## src/mexp_pkg.sv

```systemverilog
`timescale 1ns / 1ps

package mexp_pkg;

  // Operand width of the datapath
  localparam int WORD_BITS = 32;
  localparam int CNT_W     = $clog2(WORD_BITS);

  typedef logic [WORD_BITS-1:0] word_t;

  // Sequencer states
  typedef enum logic [2:0] {
    ST_IDLE,
    ST_RED,
    ST_BIT,
    ST_MUL,
    ST_SQR,
    ST_FINISH
  } state_t;

  // Request to the modular multiply unit
  typedef struct packed {
    logic  start;
    word_t a;
    word_t b;
    word_t m;
  } mm_req_t;

  // Response from the modular multiply unit
  typedef struct packed {
    logic  busy;
    logic  done;
    word_t prod;
  } mm_rsp_t;

endpackage

```

## src/mexp_ifs.sv

```systemverilog
`timescale 1ns / 1ps

// Input channel: one beat carries base, exponent and modulus
interface mexp_in_if;
  logic                 valid;
  logic                 ready;
  logic [mexp_pkg::WORD_BITS-1:0] base;
  logic [mexp_pkg::WORD_BITS-1:0] exponent;
  logic [mexp_pkg::WORD_BITS-1:0] modulus;

  modport source (output valid, output base, output exponent, output modulus, input ready);
  modport sink   (input valid, input base, input exponent, input modulus, output ready);
endinterface

// Result channel: one beat carries the power and the error flag
interface mexp_out_if;
  logic                 valid;
  logic                 ready;
  logic [mexp_pkg::WORD_BITS-1:0] power_result;
  logic                 bad_modulus;

  modport source (output valid, output power_result, output bad_modulus, input ready);
  modport sink   (input valid, input power_result, input bad_modulus, output ready);
endinterface

```

## src/mexp_mulmod.sv

```systemverilog
`timescale 1ns / 1ps

// Bit-serial (a * b) mod m: one multiplier bit per cycle, MSB first.
// Requires a < m (or m == 1) and m != 0.
module mexp_mulmod (
  input  logic              clk,
  input  logic              rst_n,
  input  mexp_pkg::mm_req_t req,
  output mexp_pkg::mm_rsp_t rsp
);

  mexp_pkg::word_t             r_r, a_r, b_r, m_r;
  mexp_pkg::word_t             r_nxt;
  logic [mexp_pkg::CNT_W-1:0] cnt_r;
  logic                        busy_r, done_r;

  // (x + y) mod m for x, y < m, without overflow
  function automatic mexp_pkg::word_t add_mod(input mexp_pkg::word_t x,
                                              input mexp_pkg::word_t y,
                                              input mexp_pkg::word_t m);
    mexp_pkg::word_t gap;
    gap = m - y;
    if (x >= gap) begin
      add_mod = x - gap;
    end else begin
      add_mod = x + y;
    end
  endfunction

  // Double, then add a when the current multiplier bit is set
  always_comb begin
    r_nxt = add_mod(r_r, r_r, m_r);
    if (b_r[mexp_pkg::WORD_BITS-1]) begin
      r_nxt = add_mod(r_nxt, a_r, m_r);
    end
  end

  // Control: run WORD_BITS steps, then pulse done
  always_ff @(posedge clk) begin
    if (!rst_n) begin
      busy_r <= 1'b0;
      done_r <= 1'b0;
      cnt_r  <= '0;
    end else begin
      done_r <= 1'b0;
      if (req.start) begin
        busy_r <= 1'b1;
        cnt_r  <= mexp_pkg::CNT_W'(mexp_pkg::WORD_BITS - 1);
      end else if (busy_r) begin
        if (cnt_r == '0) begin
          busy_r <= 1'b0;
          done_r <= 1'b1;
        end else begin
          cnt_r <= cnt_r - 1'b1;
        end
      end
    end
  end

  // Datapath: load operands, then step the accumulator
  always_ff @(posedge clk) begin
    if (req.start) begin
      r_r <= '0;
      a_r <= req.a;
      b_r <= req.b;
      m_r <= req.m;
    end else if (busy_r) begin
      r_r <= r_nxt;
      b_r <= b_r << 1;
    end
  end

  assign rsp.busy = busy_r;
  assign rsp.done = done_r;
  assign rsp.prod = r_r;

  // Accumulator stays reduced during a product
  a_acc_reduced: assert property (@(posedge clk) disable iff (!rst_n)
    busy_r |-> (r_r < m_r))
    else $error("accumulator left the residue range");

  // Done follows the last step of a running product
  a_done_after_busy: assert property (@(posedge clk) disable iff (!rst_n)
    done_r |-> ($past(busy_r) && $past(cnt_r) == '0))
    else $error("done without a finished product");

endmodule

```

## src/modular_exponentiation.sv

```systemverilog
`timescale 1ns / 1ps

// Modular exponentiation, base^exponent mod modulus, 32-bit unsigned.
// in_chan (sink): one beat carries base, exponent and modulus; ready is high
// only while the sequencer is idle, so one item is worked on at a time.
// out_chan (source): one beat per item with power_result and bad_modulus.
// A zero exponent gives 1 (even for modulus 1); a zero modulus gives 0 with
// bad_modulus set. Every modular product runs on one shared bit-serial
// multiply unit at one multiplier bit per cycle. An item takes the base
// reduction plus, for each exponent bit up to the highest set bit, a multiply
// into the running result when the bit is set and then the squaring, then
// the finish state, which loads the result into the output register. The
// unit's bit loop sets the item rate.
// Reset (synchronous, active low) drops any item in flight and any pending
// result. A stalled receiver holds the result in the output register; the
// block still takes and computes the next item, then waits to hand it over.
module modular_exponentiation (
  input  logic         clk,
  input  logic         rst_n,
  mexp_in_if.sink      in_chan,
  mexp_out_if.source   out_chan
);

  mexp_pkg::state_t  state_r, state_nxt;
  mexp_pkg::mm_req_t mm_req;
  mexp_pkg::mm_rsp_t mm_rsp;

  mexp_pkg::word_t e_r, m_r, sq_r, res_r;
  logic            bad_r;
  logic            out_valid_r, out_bad_r;
  mexp_pkg::word_t out_res_r;
  logic            in_take, out_load;

  mexp_mulmod u_mulmod (
    .clk   (clk),
    .rst_n (rst_n),
    .req   (mm_req),
    .rsp   (mm_rsp)
  );

  // Next state
  always_comb begin
    state_nxt = state_r;
    unique case (state_r)
      mexp_pkg::ST_IDLE: begin
        if (in_chan.valid) begin
          state_nxt = (in_chan.modulus == '0) ? mexp_pkg::ST_FINISH : mexp_pkg::ST_RED;
        end
      end
      mexp_pkg::ST_RED: begin
        if (mm_rsp.done) state_nxt = mexp_pkg::ST_BIT;
      end
      mexp_pkg::ST_BIT: begin
        if (e_r == '0) begin
          state_nxt = mexp_pkg::ST_FINISH;
        end else if (e_r[0]) begin
          state_nxt = mexp_pkg::ST_MUL;
        end else begin
          state_nxt = mexp_pkg::ST_SQR;
        end
      end
      mexp_pkg::ST_MUL: begin
        if (mm_rsp.done) state_nxt = mexp_pkg::ST_SQR;
      end
      mexp_pkg::ST_SQR: begin
        if (mm_rsp.done) state_nxt = mexp_pkg::ST_BIT;
      end
      mexp_pkg::ST_FINISH: begin
        if (!out_valid_r || out_chan.ready) state_nxt = mexp_pkg::ST_IDLE;
      end
      default: state_nxt = mexp_pkg::ST_IDLE;
    endcase
  end

  // Sequencer outputs: handshake and multiply unit requests
  always_comb begin
    in_take      = 1'b0;
    out_load     = 1'b0;
    mm_req.start = 1'b0;
    mm_req.a     = sq_r;
    mm_req.b     = sq_r;
    mm_req.m     = m_r;
    unique case (state_r)
      mexp_pkg::ST_IDLE: begin
        // Reduce the base as 1 * base mod modulus
        in_take      = in_chan.valid;
        mm_req.start = in_chan.valid && (in_chan.modulus != '0);
        mm_req.a     = mexp_pkg::word_t'(1);
        mm_req.b     = in_chan.base;
        mm_req.m     = in_chan.modulus;
      end
      mexp_pkg::ST_BIT: begin
        mm_req.start = (e_r != '0);
        if (e_r[0]) mm_req.b = res_r;
      end
      mexp_pkg::ST_MUL: begin
        mm_req.start = mm_rsp.done;
      end
      mexp_pkg::ST_FINISH: begin
        out_load = !out_valid_r || out_chan.ready;
      end
      default: begin
      end
    endcase
  end

  assign in_chan.ready = (state_r == mexp_pkg::ST_IDLE);

  always_ff @(posedge clk) begin
    if (!rst_n) begin
      state_r <= mexp_pkg::ST_IDLE;
    end else begin
      state_r <= state_nxt;
    end
  end

  // Working registers: exponent, modulus, bad-modulus flag, square and running result
  always_ff @(posedge clk) begin
    if (in_take) begin
      e_r   <= in_chan.exponent;
      m_r   <= in_chan.modulus;
      bad_r <= (in_chan.modulus == '0);
      res_r <= (in_chan.modulus == '0) ? '0 : mexp_pkg::word_t'(1);
    end else if (mm_rsp.done) begin
      unique case (state_r)
        mexp_pkg::ST_RED: sq_r  <= mm_rsp.prod;
        mexp_pkg::ST_MUL: res_r <= mm_rsp.prod;
        mexp_pkg::ST_SQR: begin
          sq_r <= mm_rsp.prod;
          e_r  <= e_r >> 1;
        end
        default: begin
        end
      endcase
    end
  end

  // Output register: hold the beat until the receiver takes it
  always_ff @(posedge clk) begin
    if (!rst_n) begin
      out_valid_r <= 1'b0;
    end else if (out_load) begin
      out_valid_r <= 1'b1;
    end else if (out_chan.ready) begin
      out_valid_r <= 1'b0;
    end
  end

  always_ff @(posedge clk) begin
    if (out_load) begin
      out_res_r <= res_r;
      out_bad_r <= bad_r;
    end
  end

  assign out_chan.valid        = out_valid_r;
  assign out_chan.power_result = out_res_r;
  assign out_chan.bad_modulus  = out_bad_r;

  // Never restart the multiply unit mid-product
  a_start_idle_unit: assert property (@(posedge clk) disable iff (!rst_n)
    mm_req.start |-> !mm_rsp.busy)
    else $error("multiply started while unit busy");

  // A product completes only where the sequencer waits for one
  a_done_expected: assert property (@(posedge clk) disable iff (!rst_n)
    mm_rsp.done |-> (state_r == mexp_pkg::ST_RED || state_r == mexp_pkg::ST_MUL ||
                     state_r == mexp_pkg::ST_SQR))
    else $error("unexpected product from multiply unit");

  // A flagged modulus always comes with a zero result
  a_bad_zero: assert property (@(posedge clk) disable iff (!rst_n)
    out_valid_r && out_bad_r |-> (out_res_r == '0))
    else $error("bad modulus with nonzero result");

  // A result beat is loaded only when the output slot is free
  a_no_overwrite: assert property (@(posedge clk) disable iff (!rst_n)
    out_load |-> (!out_valid_r || out_chan.ready))
    else $error("pending result overwritten");

endmodule
```

## src/flat_wrapper.sv

```systemverilog
// flat-port wrapper written by rule: the top's interface ports become plain ports
module modular_exponentiation_flat 
  (clk, rst_n, in_chan_valid, in_chan_base, in_chan_exponent, in_chan_modulus, in_chan_ready, out_chan_valid, out_chan_power_result, out_chan_bad_modulus, out_chan_ready);
  mexp_in_if in_chan_i ();
  mexp_out_if out_chan_i ();
  input  logic clk;
  input  logic rst_n;
  input wire logic [$bits(in_chan_i.valid)-1:0] in_chan_valid;
  input wire logic [$bits(in_chan_i.base)-1:0] in_chan_base;
  input wire logic [$bits(in_chan_i.exponent)-1:0] in_chan_exponent;
  input wire logic [$bits(in_chan_i.modulus)-1:0] in_chan_modulus;
  output wire logic [$bits(in_chan_i.ready)-1:0] in_chan_ready;
  output wire logic [$bits(out_chan_i.valid)-1:0] out_chan_valid;
  output wire logic [$bits(out_chan_i.power_result)-1:0] out_chan_power_result;
  output wire logic [$bits(out_chan_i.bad_modulus)-1:0] out_chan_bad_modulus;
  input wire logic [$bits(out_chan_i.ready)-1:0] out_chan_ready;
  assign in_chan_i.valid = in_chan_valid;
  assign in_chan_i.base = in_chan_base;
  assign in_chan_i.exponent = in_chan_exponent;
  assign in_chan_i.modulus = in_chan_modulus;
  assign in_chan_ready = in_chan_i.ready;
  assign out_chan_valid = out_chan_i.valid;
  assign out_chan_power_result = out_chan_i.power_result;
  assign out_chan_bad_modulus = out_chan_i.bad_modulus;
  assign out_chan_i.ready = out_chan_ready;
  modular_exponentiation u_core (.clk(clk), .rst_n(rst_n), .in_chan(in_chan_i), .out_chan(out_chan_i));
endmodule
```

## config.mk

```make
export PLATFORM = sky130hd
export DESIGN_NAME = modular_exponentiation_flat
export DESIGN_NICKNAME = d
export VERILOG_FILES = /design/src/mexp_pkg.sv /design/src/mexp_ifs.sv /design/src/mexp_mulmod.sv /design/src/modular_exponentiation.sv /design/src/flat_wrapper.sv
export SDC_FILE = /design/constraint.sdc
export NUM_CORES = 1
export LEC_CHECK = 0
export BUFFER_PORTS_ARGS = -buffer_cell sky130_fd_sc_hd__buf_2
export CORE_MARGIN = 2
export CORE_UTILIZATION = 67
export CTS_CLUSTER_SIZE = 30
export DETAILED_ROUTE_END_ITERATION = 16
export PLACE_DENSITY = 0.93
export SETUP_SLACK_MARGIN = 0.5
export SLEW_MARGIN = 15
export SYNTH_ARGS = -nofsm -noshare
export SYNTH_HDL_FRONTEND = slang
export SYNTH_SLANG_ARGS = --single-unit
```

## constraint.sdc

```tcl
create_clock -name clk -period 24.6 [get_ports clk]
set_clock_uncertainty 0.2 [all_clocks]
set_input_delay 1.23 -clock clk [delete_from_list [all_inputs] [get_ports clk]]
set_output_delay 1.23 -clock clk [all_outputs]
set_load 0.005 [all_outputs]
```

==> results of run 1 <==
==> critical path: cells and delay by family, from the launching register on <==
kind | cells | cell delay (ps)
AOI/OAI and AO/OA | 29 | 6050
xor gates and xnor gates | 1 | 130
adders and majority gates | 4 | 1300
buffers and inverters | 4 | 1110
DFF | 1 | 520
and+or+nand+nor | 7 | 1220
==> cell type report <==
| cell class | instances | area, um2 | area share, % |
|---|---|---|---|
| Sequential cell | 301 | 8608 | 37.60 |
| Clock buffer | 44 | 874.6 | 3.820 |
| Multi-Input combinational cell | 1786 | 11500 | 50.23 |
| Tap cell | 396 | 495.5 | 2.164 |
| Timing Repair Buffer | 151 | 798.3 | 3.486 |
| Inverter | 126 | 474.2 | 2.071 |
| Clock inverter | 14 | 140.1 | 0.6120 |
| Antenna cell | 2 | 5.005 | 0.02186 |
==> through the flow <==
| step | std cells | util (%) | instance area, um2 |
|---|---|---|---|
| after global routing | 2818 | 74.64 | 22890 |
| after floorplan | 2303 | - | 20910 |
| after detailed placement | 2760 | 71.33 | 21880 |
| after CTS | 2818 | 74.64 | 22890 |
| after global placement | 2760 | 71.33 | 21880 |
| final | 2820 | 74.66 | 22900 |
==> cell usage in the layout, fill, tap and decap left out, drive strengths merged, types with 23 or more instances in the layout <==
master | synthesis | final
dfxtp | 43 | 43
a211oi | 31 | 31
ha | 148 | 148
o21ai | 131 | 131
xnor2 | 83 | 83
nor3 | 37 | 37
clkbuf | 73 | 44
nor2 | 178 | 178
inv | 124 | 124
nand3b | 35 | 35
buf | 17 | 151
nand3 | 38 | 38
o21a | 26 | 26
and2 | 45 | 45
nor4 | 23 | 23
a21o | 55 | 55
nand2b | 25 | 25
nand2 | 335 | 335
a21oi | 203 | 203
and3 | 23 | 23
o221ai | 34 | 34
or3 | 26 | 26
edfxtp | 258 | 258
xor2 | 61 | 61
==> registers in the layout, indices dropped and copies added, names as in the netlist, 3 cells and up <==
signal                        cells
u_core.e_r                       32
u_core.m_r                       32
u_core.out_chan.power_result     32
u_core.res_r                     32
u_core.sq_r                      32
u_core.state_r                    3
u_core.u_mulmod.a_r              32
u_core.u_mulmod.b_r              32
u_core.u_mulmod.cnt_r             5
u_core.u_mulmod.m_r              32
u_core.u_mulmod.r_r              32
==> metal layers <==
metal | wire length, um | vias to the layer above | global-route usage [%] | share of wire [%]
met5 | 11 | - | 0 | 0.017
li1 | - | 8605 | - | -
met4 | 2437 | 2 | 13.19 | 3.7
met1 | 25080 | 8784 | 53.45 | 38
met2 | 29380 | 1259 | 62.39 | 45
met3 | 8493 | 190 | 8.387 | 13
==> cells by family after synthesis <==
logic type,count (synthesis),share of synthesized area (%)
xor+xnor,144,6.033
simple gates,832,18.79
buf+inv,216,4.022
flops,301,41.18
fa+ha+maj,159,9.534
compound gates,638,19.82
mux,13,0.6284
==> worst max-delay path by stage <==
stage / start / endpoint / slack (ps) / cells after the start
2_1_floorplan: u_core.u_mulmod.r_r[0] / u_core.u_mulmod.r_r[11] / 16040 / 47
3_3_place_gp: u_core.u_mulmod.r_r[0] / u_core.u_mulmod.r_r[31] / 14520 / 45
3_5_place_dp: u_core.u_mulmod.r_r[0] / u_core.u_mulmod.r_r[23] / 14240 / 45
4_1_cts: u_core.u_mulmod.r_r[0] / u_core.u_mulmod.r_r[23] / 14220 / 45
5_1_grt: u_core.u_mulmod.r_r[0] / u_core.u_mulmod.r_r[31] / 13370 / 45
6_report: u_core.u_mulmod.r_r[0] / u_core.u_mulmod.r_r[23] / 13970 / 45
==> flow_metrics.tcl, run 1 <==
set metrics [dict create \
    synth_cells 2303 \
    holdPathEnd "u_core.out_chan.power_result[12]" \
    cp.required_ps 24910 \
    postCtsSetupBuffers 0 \
    cts.sinks 301 \
    hold_violations 0 \
    root_buffer "clkbuf_16" \
    cts_buffer_depth 3 \
    post_cts_resized 0 \
    cts_max_level 1 \
    start_util_pct 68.17 \
    whs_path_depth 0 \
    synth_area_per_cell_um2 9.078 \
    ant_nets 0 \
    dp_hpwl_um 49150 \
    core_area_um2 30670 \
    synth_most_common_cell "nand2_1" \
    tns_ps 0 \
    synth.area.top_cells "edfxtp_1 (37%), ha_1 (8.9%), nand2_1 (6.0%)" \
    yosysSeqAreaShare_pct 41.18 \
    drc 0 \
    worst_pin_slew_ps 1162 \
    hp-class "flip-flop to flip-flop" \
    rsz0062_at_grt "no" \
    place_worst_setup_slack_ps 14240 \
    io_pins 135 \
    finalCritPeriodShare_pct 43.21 \
    start_kind "flip-flop" \
    syn-num-nets 2554 \
    fin_crit_ps 10630 \
    ff2ff_path_depth 45 \
    clock.fmax_mhz 94.08 \
    setup_viol 0 \
    synth_cell_type_count 93 \
    numCtsBuffers 31 \
    overflow 0 \
    worst_slack_ps 13970 \
    regToRegEndpoint "u_core.u_mulmod.r_r[23]" \
    synth_top_cell_by_area "edfxtp_1" \
    yosys_warnings 0 \
    antenna_found_initial 2 \
    fillCellCount 2115 \
    clkTransAtPathRegs_ps 60 \
    rrSetupSlack_ps 13970 \
    layout-drive-gt1-share_pct 10.16 \
    dieArea_um2 32630 \
    synth_edf_count 258 \
    cpMaxStageDelayCell "a21oi_1" \
    hold_ws_ps 234.8 \
    ys_ff_latch 301 \
    report.final.slew_viol_count 0 \
    drt-vias-per-instance 6.681 \
    max_slew_margin_pct 22.47 \
    cts.hold.buffers_added 0 \
    vias 18840 \
    drt_iter0_drc 2300 \
    crit_top_cell "a21oi_1" \
    die_x_um 180.6 \
    cts_tree "done" \
    grt_pass1_wl_um 100400 \
    grt_usage_pct 39.19 \
    fin_nets 2648 \
    path_class "flip-flop to flip-flop" \
    clock_latency_ps 600 \
    cp_max_fo 42 \
    firstDrtPassIters 6 \
    worstSetupEndpointType "flip-flop" \
    hp-start "u_core.res_r[12]" \
    grt_max_degree 69 \
    status "completed" \
    r2r_start "u_core.u_mulmod.r_r[0]" \
    synth_ff_type "edfxtp_1" \
    die_h_um 180.6 \
    netlist_top_cells_count "nand2_1 (335), edfxtp_1 (258), a21oi_1 (199)" \
    cp_slowest_stage_delay_ps 890 \
    areaGrowthSynthToFinish_pct 9.522 \
    synth_top_area_share_pct 37.06 \
    floorplan.rows 64 \
    post_drt_wl_per_cell_um 23.19 \
    maxCapViolCount 0 \
    async_flop_share_pct 0 \
    gp_congestion 1.036 \
    synth_area_um2 20910 \
    drt-total-wl_um 65400 \
    crit_arrival_ps 10940 \
    grt_pass1_vias 18156 \
    port_buffers 134 \
]
Power of run 1 is left out: the tool's default activity adds up to more than one toggle a clock period on the data nets, which glitch-free logic cannot reach.
==> inputs of run 2 (changes only) <==
CORE_UTILIZATION = 56   (was 67)
PLACE_DENSITY = 0.83   (was 0.93)
clock period = 8.65 ns   (was 24.6 ns; I/O delays follow)
==> run 2 against run 1 <==
Core utilization decreased by 2.3 points. Largest cell class unchanged. Die area increased by 19%. Sequential share of layout area decreased by 5.2 points. Global-route usage decreased by 2.6 points. Non-clock buffer count increased by 316. Maximum frequency increased by 28%. First-iteration DRC count increased by 5.9%. Cell area increased by 16%. Final cell count increased by 14%. Critical path type unchanged.
==> flow_metrics.tcl, run 2 (same netlist as run 1, synthesis figures left out) <==
set metrics [dict create \
    core_area_um2 36700 \
    fin_nets 2967 \
    numCtsBuffers 34 \
    grt_pass1_wl_um 108800 \
    setup_viol 0 \
    areaGrowthSynthToFinish_pct 27.04 \
    start_kind "flip-flop" \
    design_area_um2 26560 \
    floorplan.rows 70 \
    final-instance-count-excl-fill 3211 \
    placedCellCount 3017 \
    report.final.slew_viol_count 0 \
    path_class "flip-flop to flip-flop" \
    antenna_found_initial 1 \
    dieArea_um2 38890 \
    cts_max_level 2 \
    drt-total-wl_um 71880 \
    cpMaxStageDelayCell "a311oi_4" \
    gp_congestion 1.004 \
    drc 0 \
    max_slew_margin_pct 23.23 \
    final_util_pct 72.37 \
    place_worst_setup_slack_ps -390.5 \
    grt_usage_pct 36.57 \
    grt_pass1_vias 19243 \
    io_pins 135 \
    drt_iter0_drc 2435 \
    clock.fmax_mhz 120.3 \
    root_buffer "clkbuf_16" \
    cts.sinks 301 \
    fin_crit_ps 8311 \
    grt_max_degree 98 \
    hp-class "primary input to flip-flop" \
    firstDrtPassIters 6 \
    worstSetupEndpointType "flip-flop" \
    ant_nets 0 \
    start_util_pct 56.97 \
    cts_buffer_depth 3 \
    die_h_um 197.2 \
    finalCritPeriodShare_pct 96.08 \
    post_drt_wl_per_cell_um 22.39 \
    layout-drive-gt1-share_pct 22.76 \
    status "completed" \
    layout_commonest_cell "nand2_1" \
    fillCellCount 2608 \
    rsz0062_at_grt "yes" \
    overflow 0 \
    worst_slack_ps 339.3 \
    crit_arrival_ps 8590 \
    hold_violations 0 \
    cts_tree "done" \
    clkTransAtPathRegs_ps 70 \
    cp.required_ps 8930 \
    port_buffers 134 \
    die_x_um 197.2 \
    post_dp_cell_area_um2 23420 \
    cp_slowest_stage_delay_ps 460 \
    worst_pin_slew_ps 1152 \
    drt-vias-per-instance 6.242 \
    dp_hpwl_um 51510 \
    clock_latency_ps 580 \
    maxCapViolCount 0 \
    cp_max_fo 16 \
    layout_common_cells "nand2_1 (324), edfxtp_1 (258), buf_4 (238)" \
    vias 20043 \
]
run 2: what timing repair did:
action	in CTS	in global routing
hold buffers	67	0
cloned	1	1
hold endpoints to repair	105	0
endpoints found under the setup margin	32	32
gates resized for setup	112	108
setup buffers	37	25
pin swaps	80	100
run 2: final timing paths:
check,startpoint,endpoint,slack [ps],cells past startpoint
max,u_core.u_mulmod.m_r[0],u_core.u_mulmod.r_r[7],340,46
min,in_chan_base[1],u_core.u_mulmod.b_r[1],90,3
max reg2reg,u_core.u_mulmod.m_r[0],u_core.u_mulmod.r_r[7],340,46
min reg2reg,u_core.res_r[1],u_core.out_chan.power_result[1],240,0
run 2: through the flow:
step,hold WS [ps],setup TNS (ps)
final,85.67,0
after global routing,114.1,0
after CTS,62.58,0
after detailed placement,207.4,-5538
after global placement,208.2,-2367
after floorplan,200.3,0
run 2: critical path: cells and delay by family, from the launching register on:
| family | cells | cell delay [ps] |
|---|---|---|
| simple gates | 14 | 2280 |
| compound gates | 18 | 2910 |
| buf+inv | 9 | 1170 |
| xor+xnor | 1 | 110 |
| flops | 1 | 420 |
| fa+ha+maj | 4 | 1100 |
run 2: layout make-up:
class                   count  area [um2]  share of cell area (%)
inverters                 126       474.2                   1.785
flip-flops and latches    301        8611                   32.42
multi-input cells        1786       12260                   46.16
repair buffers            467        3546                   13.35
clock inverters            13       163.9                  0.6171
well taps                 468       585.6                   2.205
clock buffers              49       917.1                   3.453
diodes                      1       2.502                0.009422
run 2: layer usage:
layer	up-vias	GRT usage, %	routed length, um
met5	-	0	13
met4	2	11.86	2142
met3	148	7.512	8201
met2	1092	56.09	31630
met1	9563	51.88	29900
li1	9238	-	-
Power of run 2 is left out for the same reason.
